**src/kf6_pkg.sv**
```systemverilog
// ----------------------------------------------------------------------------
// kf6_pkg
// Shared types, codes and fixed-point helpers for the 6-state Kalman filter.
// ----------------------------------------------------------------------------
package kf6_pkg;

    localparam int WORD_W = 32;
    localparam int FRAC_W = 16;
    localparam int MAG_W  = WORD_W + FRAC_W;

    localparam logic [WORD_W-1:0] FX_ONE  = WORD_W'(1) << FRAC_W;
    localparam logic [WORD_W-1:0] FX_MAX  = {1'b0, {(WORD_W-1){1'b1}}};
    localparam logic [WORD_W-1:0] FX_MIN  = {1'b1, {(WORD_W-1){1'b0}}};

    localparam logic [1:0] MODE_INIT    = 2'd0;
    localparam logic [1:0] MODE_PREDICT = 2'd1;
    localparam logic [1:0] MODE_UPDATE  = 2'd2;

    localparam logic CFG_PROCESS_NOISE     = 1'b0;
    localparam logic CFG_MEASUREMENT_NOISE = 1'b1;

    localparam logic [30:0] PROCESS_NOISE_RST     = 31'd655;
    localparam logic [30:0] MEASUREMENT_NOISE_RST = 31'd65536;

    typedef enum logic [2:0] {
        ST_IDLE,
        ST_READ,
        ST_MUL,
        ST_ADD,
        ST_DIV
    } state_t;

    typedef enum logic [4:0] {
        PH_INIT,
        PH_PR_T,
        PH_PR_C,
        PH_PR_Q,
        PH_PR_X,
        PH_UP_S,
        PH_UP_COF,
        PH_UP_DET,
        PH_UP_INV,
        PH_UP_K,
        PH_UP_Y,
        PH_UP_KY,
        PH_UP_X,
        PH_UP_IKH,
        PH_UP_NP,
        PH_UP_CP,
        PH_OUT
    } phase_t;

    typedef enum logic [3:0] {
        OPS_ZERO,
        OPS_ONE,
        OPS_DT,
        OPS_Q,
        OPS_R,
        OPS_IN,
        OPS_RD0,
        OPS_RD1,
        OPS_ACC
    } opsel_t;

    typedef struct packed {
        logic [7:0] addr0;
        logic [7:0] addr1;
        logic [7:0] waddr;
        opsel_t     a_sel;
        opsel_t     b_sel;
        opsel_t     c_sel;
        logic       sub;
        logic       wr;
        logic [2:0] in_idx;
        logic [2:0] ni;
        logic [2:0] nj;
        logic [2:0] nk;
    } ctl_t;

    function automatic logic [WORD_W-1:0] fx_mag(input logic [WORD_W-1:0] v);
        fx_mag = v[WORD_W-1] ? (WORD_W'(0) - v) : v;
    endfunction

    function automatic logic [WORD_W-1:0] fx_from_mag(input logic [MAG_W-1:0] m,
                                                      input logic neg);
        if (neg) begin
            if (m > MAG_W'(FX_MIN)) begin
                fx_from_mag = FX_MIN;
            end else begin
                fx_from_mag = WORD_W'(0) - m[WORD_W-1:0];
            end
        end else begin
            if (m > MAG_W'(FX_MAX)) begin
                fx_from_mag = FX_MAX;
            end else begin
                fx_from_mag = m[WORD_W-1:0];
            end
        end
    endfunction

    function automatic logic [WORD_W-1:0] fx_sat(input logic [WORD_W:0] s);
        if (s[WORD_W] != s[WORD_W-1]) begin
            fx_sat = s[WORD_W] ? FX_MIN : FX_MAX;
        end else begin
            fx_sat = s[WORD_W-1:0];
        end
    endfunction

endpackage

```
**src/kf6_div.sv**
```systemverilog
// ----------------------------------------------------------------------------
// kf6_div
// Radix-2 restoring fixed-point divider: saturated (n << FRAC) / d, one
// quotient bit per cycle.
// ----------------------------------------------------------------------------
module kf6_div import kf6_pkg::*; (
    input  logic              aclk,
    input  logic              aresetn,
    input  logic              start,
    input  logic [WORD_W-1:0] num,
    input  logic [WORD_W-1:0] den,
    output logic              done,
    output logic [WORD_W-1:0] quo
);

    localparam int DIV_STEPS = MAG_W;

    logic              busy_reg;
    logic              done_reg;
    logic [5:0]        cnt_reg;
    logic [MAG_W-1:0]  dvd_reg;
    logic [MAG_W-1:0]  quo_reg;
    logic [WORD_W:0]   rem_reg;
    logic [WORD_W-1:0] den_reg;
    logic              neg_reg;

    logic [WORD_W:0]   rem_sh;
    logic              fits;

    assign rem_sh = {rem_reg[WORD_W-1:0], dvd_reg[MAG_W-1]};
    assign fits   = rem_sh >= {1'b0, den_reg};

    always_ff @(posedge aclk) begin
        if (!aresetn) begin
            busy_reg <= 1'b0;
            done_reg <= 1'b0;
        end else begin
            done_reg <= 1'b0;
            if (start) begin
                busy_reg <= 1'b1;
            end else if (busy_reg && cnt_reg == 6'(DIV_STEPS - 1)) begin
                busy_reg <= 1'b0;
                done_reg <= 1'b1;
            end
        end
    end

    always_ff @(posedge aclk) begin
        if (start) begin
            cnt_reg <= '0;
            dvd_reg <= {fx_mag(num), FRAC_W'(0)};
            quo_reg <= '0;
            rem_reg <= '0;
            den_reg <= fx_mag(den);
            neg_reg <= num[WORD_W-1] ^ den[WORD_W-1];
        end else if (busy_reg) begin
            cnt_reg <= cnt_reg + 6'd1;
            dvd_reg <= {dvd_reg[MAG_W-2:0], 1'b0};
            quo_reg <= {quo_reg[MAG_W-2:0], fits};
            rem_reg <= fits ? (rem_sh - {1'b0, den_reg}) : rem_sh;
        end
    end

    assign done = done_reg;
    assign quo  = fx_from_mag(quo_reg, neg_reg);

endmodule

```
**config.mk**
```make
export PLATFORM = sky130hd
export DESIGN_NAME = kf6_div
export DESIGN_NICKNAME = d
export VERILOG_FILES = /design/src/kf6_pkg.sv /design/src/kf6_div.sv
export SDC_FILE = /design/constraint.sdc
export NUM_CORES = 1
export LEC_CHECK = 0
export ABC_AREA = 1
export BUFFER_PORTS_ARGS = -buffer_cell sky130_fd_sc_hd__buf_2
export CELL_PAD_IN_SITES_DETAIL_PLACEMENT = 1
export CELL_PAD_IN_SITES_GLOBAL_PLACEMENT = 2
export CORE_ASPECT_RATIO = 1.4
export CORE_MARGIN = 4
export CORE_UTILIZATION = 34
export DETAILED_ROUTE_END_ITERATION = 8
export PLACE_DENSITY_LB_ADDON = 0.05
export SETUP_SLACK_MARGIN = 0.05
export SLEW_MARGIN = 25
export SYNTH_ARGS = -nofsm -noshare
export SYNTH_HDL_FRONTEND = slang
export SYNTH_SLANG_ARGS = --single-unit
```
**constraint.sdc**
```tcl
create_clock -name aclk -period 3 [get_ports aclk]
set_input_delay 0.45 -clock aclk [delete_from_list [all_inputs] [get_ports aclk]]
set_output_delay 0.45 -clock aclk [all_outputs]
set_load 0.01 [all_outputs]
```
* After elaboration in Yosys (flattened, before gate mapping)
Cells that the tools add are included.
Storage, ports and cells: register bits 153, input bits 67, output and inout bits 33, logic and storage cells 35
Operators by class: add/sub/neg operators 5, magnitude comparators 3, equal/unequal tests 1, muxes and demuxes 11, bitwise logic cells 2, reduce and logical (&&, ||, !) cells 4
Operators by type and width (count):
- 32-bit 2-to-1 mux | 5
- 48-bit 2-to-1 mux | 2
- 1-bit by 32-bit subtractor with 32-bit output (first input constant) | 3
- 48-bit by 31-bit > comparator with 1-bit output (second input constant) | 1
- 48-bit by 32-bit > comparator with 1-bit output (second input constant) | 1
- 33-bit by 32-bit greater-or-equal comparator with 1-bit output | 1
- 32-bit subtractor | 1
- 31-bit 2-to-1 mux | 1
- 6-bit by 1-bit adder with 6-bit output (second input constant) | 1
- 6-bit == test (second input constant) | 1
- 2-bit nonzero test | 2
- 1-bit 2-to-1 mux | 3
- 2-bit OR reduction | 1
- 1-bit logical AND | 1
- 1-bit inverter | 1
- 1-bit bitwise XOR | 1

* Logic depth before layout (Yosys ltp)
depth after elaboration 4, mapped depth 17, gate-level depth less buffers 16

* Worst setup path after synthesis
Ideal clock, no wire load.
path type input port to flip-flop, start input port start, end register dvd_reg[16] (enable), setup time 409 ps, data arrival time 1893 ps, data required time 2591 ps, path slack 698 ps, stages 4, cell sequence buf_2 -> nor2_1 -> clkinv_1 -> clkbuf_1
Between the ends: longest elaborated chain between the ends 1
RTL lines:
- start: declaration | line kf6_div.sv:9 | input logic start,
- 2-bit nonzero test (no line)
- end signal: assignment | line kf6_div.sv:51 | dvd_reg <= {fx_mag(num), FRAC_W'(0)};
- end signal: assignment | line kf6_div.sv:58 | dvd_reg <= {dvd_reg[MAG_W-2:0], 1'b0};
- end: declaration | line kf6_div.sv:21 | logic [MAG_W-1:0] dvd_reg;
Every way passes these cells. A chain may end at the register's enable or synchronous reset.

* Worst setup path in the final report
start register quo_reg[0], end output port quo[5]
Between the ends: longest elaborated chain between the ends 3, elaborated cells between the ends (all ways) 6
RTL lines:
- start: declaration | line kf6_div.sv:22 | logic [MAG_W-1:0] quo_reg;
- start signal: assignment | line kf6_div.sv:59 | quo_reg <= {quo_reg[MAG_W-2:0], fits};
- 48-bit by 31-bit > comparator with 1-bit output (tied with other cells) | line kf6_pkg.sv:93 | if (m > MAG_W'(FX_MAX)) begin
- 32-bit 2-to-1 mux (on tied branches) | line kf6_pkg.sv:93, kf6_pkg.sv:87
- 32-bit 2-to-1 mux * | line kf6_pkg.sv:86 | if (neg) begin
- end: declaration | line kf6_div.sv:13 | output logic [WORD_W-1:0] quo
Every way passes the cells marked *; elsewhere a longest branch is shown, timed or not.

==> flow_summary.json <==
{
  "status": "completed",
  "irDropWorstVdd_v": 0.000416,
  "syn-cell-area_um2": 11100,
  "setup_viol": 0,
  "cp.arrival_ns": 2.32,
  "finalCritPeriodShare": 0.922,
  "hp-start": "den[0]",
  "netlist_instances": 1655,
  "finClkSkew_ns": 0.00951,
  "hpwl_um": 29800,
  "grt.busiest_layer": "met2",
  "clkTransAtPathRegs_ns": 0.06,
  "yosys.area.top_type_share": 0.176,
  "drv_cap": 0,
  "grt_pass1_vias": 11473,
  "utilization": 0.394,
  "worst_pin_slew_ns": 0.751,
  "nNetsFinal": 1846,
  "drc": 0,
  "io_pins": 100,
  "finish.instance_area_um2": 12700,
  "cts_buffers": 17,
  "dr.pass1.iters": 5,
  "synth.area.top_cells": "edfxtp_1 18%, dfxtp_1 16%, nand2_1 16%, inv_1 9.3%, nand3_1 5.5%",
  "worstSetupEndpointType": "output pin",
  "wirelength_um": 37500,
  "holdBufCountCts": 0,
  "htreeDepth": 4,
  "vias": 10779,
  "relSlewSlack": 0.495,
  "post_dp_cell_area_um2": 12000,
  "num_rows": 78,
  "yosys.area.top_type": "edfxtp_1",
  "crit_path_start_kind": "register",
  "power_density_nw_per_um2": 418,
  "critPathRequiredTime_ns": 2.55,
  "setup_slack_ns": 0.234,
  "port-buffer-count": 99,
  "synthDistinctLibCells": 43,
  "critPathKind": "register to output pin",
  "viasPerCell": 4.91,
  "clk_path_buf_depth": 2,
  "grtUsageMet3": 0.0365,
  "coreArea_um2": 32300,
  "insertion_delay_ns": 0.44,
  "grt_overflow": 0,
  "r2r-end": "rem_reg[31]",
  "fmax_mhz": 362,
  "drive_gt1_frac": 0.119,
  "grt_pass1_wl_um": 60300,
  "antenna_found_initial": 9,
  "yosys_register_bits": 153,
  "wire_per_inst_um": 17.1,
  "synth_fp_nets": 1759,
  "die_w_um": 161,
  "crit_fanout": 14,
  "synth-seq-area-share": 0.335,
  "start_util": 0.344,
  "p_leak_nw": 6.25,
  "clock_sinks": 153,
  "cts_root_buf": "clkbuf_16",
  "report.final.slew_viol_count": 0,
  "reg2reg_slack_ns": 0.61,
  "dp.cells": 2161,
  "place_ws_ns": 0.386,
  "crit-reg2reg-launch": "den_reg[19]",
  "area_delta_synth_final_pct": 14.6,
  "r2r_cells": 16,
  "setup_tns_ns": 0,
  "grt_usage": 0.212,
  "drt_iter0_markers": 438,
  "fp.dieH_um": 222,
  "use_met1": 0.223,
  "syn_avg_cell_area_um2": 6.71,
  "antenna_left": 0,
  "yosys_warnings": 0,
  "whs_ns": 0.248,
  "hold_viol_final": 0,
  "hp-class": "input port to register",
  "period_minus_slack_ns": 2.77,
  "largest_reg_flops": 48,
  "total_power_mw": 5.31,
  "cts_tree": "done",
  "dieArea_um2": 35600,
  "grt_setup_unrepaired": "false",
  "min_path_cells": 1,
  "hold-path-endpoint": "den_reg[0]",
  "gp_congestion": 0.897,
  "grt_max_degree": 92,
  "fin_cells": 2197,
  "grtUsageMet2": 0.414
}
## cell families (layout without fill, tap and decap cells)
family / Yosys count / count (layout) / synth area share
AOI/OAI and AO/OA: 208 / 208 / 0.106
xor gates and xnor gates: 84 / 84 / 0.0663
adders and majority gates: 37 / 37 / 0.0424
buffers and inverters: 327 / 426 / 0.118
DFF: 153 / 153 / 0.335
other: 0 / 2 / 0
and+or+nand+nor: 846 / 847 / 0.333
## report_power, final
| group | internal (mW) | switching [mW] |
|---|---|---|
| combinational | 0.237 | 0.502 |
| sequential | 2.30 | 0.0369 |
| clock | 1.33 | 0.911 |
| total | 3.86 | 1.45 |
## cells in the mapped netlist, drive strengths merged
library cell and count:
nand2 474, inv 277, nor2 141, nand3 125, o21ai 115, dfxtp 88, edfxtp 65, xor2 61
o22ai 47, nand4 40, ha 36, nor3 31, a21oi 29, clkbuf 28, xnor2 23, buf 20
nand3b 17, or2 10, a31oi 7, and2 5, nor4 3, o21bai 3, clkinv 2, o211ai 2
o21a 2, a21o 1, a22o 1, fa 1, o31ai 1
## cells in the final DEF (no fill, tap or decap), types with 5 or more instances in the layout
cell type / Yosys / routed
o21ai_2: 10 / 10
edfxtp_1: 65 / 65
buf_2: 3 / 99
buf_4: 4 / 14
nor2_1: 128 / 125
o21ai_0: 99 / 93
xnor2_1: 23 / 23
nor2_4: 4 / 5
nor2_2: 9 / 11
clkbuf_16: 0 / 20
a31oi_1: 7 / 7
dfxtp_1: 88 / 88
ha_1: 36 / 35
or2_2: 9 / 9
nor3_1: 28 / 27
nand2_2: 14 / 12
o22ai_1: 47 / 47
xor2_1: 61 / 61
o21ai_1: 6 / 12
a21oi_1: 29 / 29
nand2_1: 460 / 460
nand3b_1: 17 / 17
nand4_1: 39 / 39
inv_1: 274 / 274
nand3_1: 123 / 123
## worst max-delay path: stages (launching register included)
cell and delay (ns):
dfxtp_1 0.31, inv_1 0.13, ha_4 0.19, nand3_2 0.12, nor2_4 0.16, and2_4 0.16
nand4_1 0.13, nand2_4 0.18, nand2_8 0.13, o21ai_0 0.20, buf_2 0.16
## area by class of cell
class / count / area [um2]
tap: 440 / 551
timing repair buffer: 115 / 641
clock inverter: 9 / 82.6
antenna: 2 / 5.00
sequential: 153 / 3710
inverter: 279 / 1050
fill: 4240 / 19600
multi-input combinational: 1176 / 6150
clock buffer: 23 / 532
## timing repair
item,CTS,global route
pin swaps,0,1
gates cloned,0,1
setup buffers,0,1
gates resized for setup,2,14
setup endpoints to repair,29,30
## metal layers
layer / vias to the layer above / part of all wire
li1: 5476 / -
met1: 5102 / 0.39
met2: 122 / 0.55
met3: 65 / 0.028
met4: 14 / 0.032
met5: - / 0.0027
## worst max-delay path by stage
stage | from | end | slack [ns] | depth (start not counted)
after global routing | quo_reg[6] | quo[31] | 0.05 | 10
after detailed placement | quo_reg[0] | quo[2] | 0.39 | 10
after floorplan | start | dvd_reg[16] | 0.70 | 4
after CTS | quo_reg[0] | quo[2] | 0.06 | 10
final | quo_reg[0] | quo[5] | 0.23 | 10
after global placement | quo_reg[1] | quo[30] | 0.42 | 10
(Power assumes the default switching activity.)
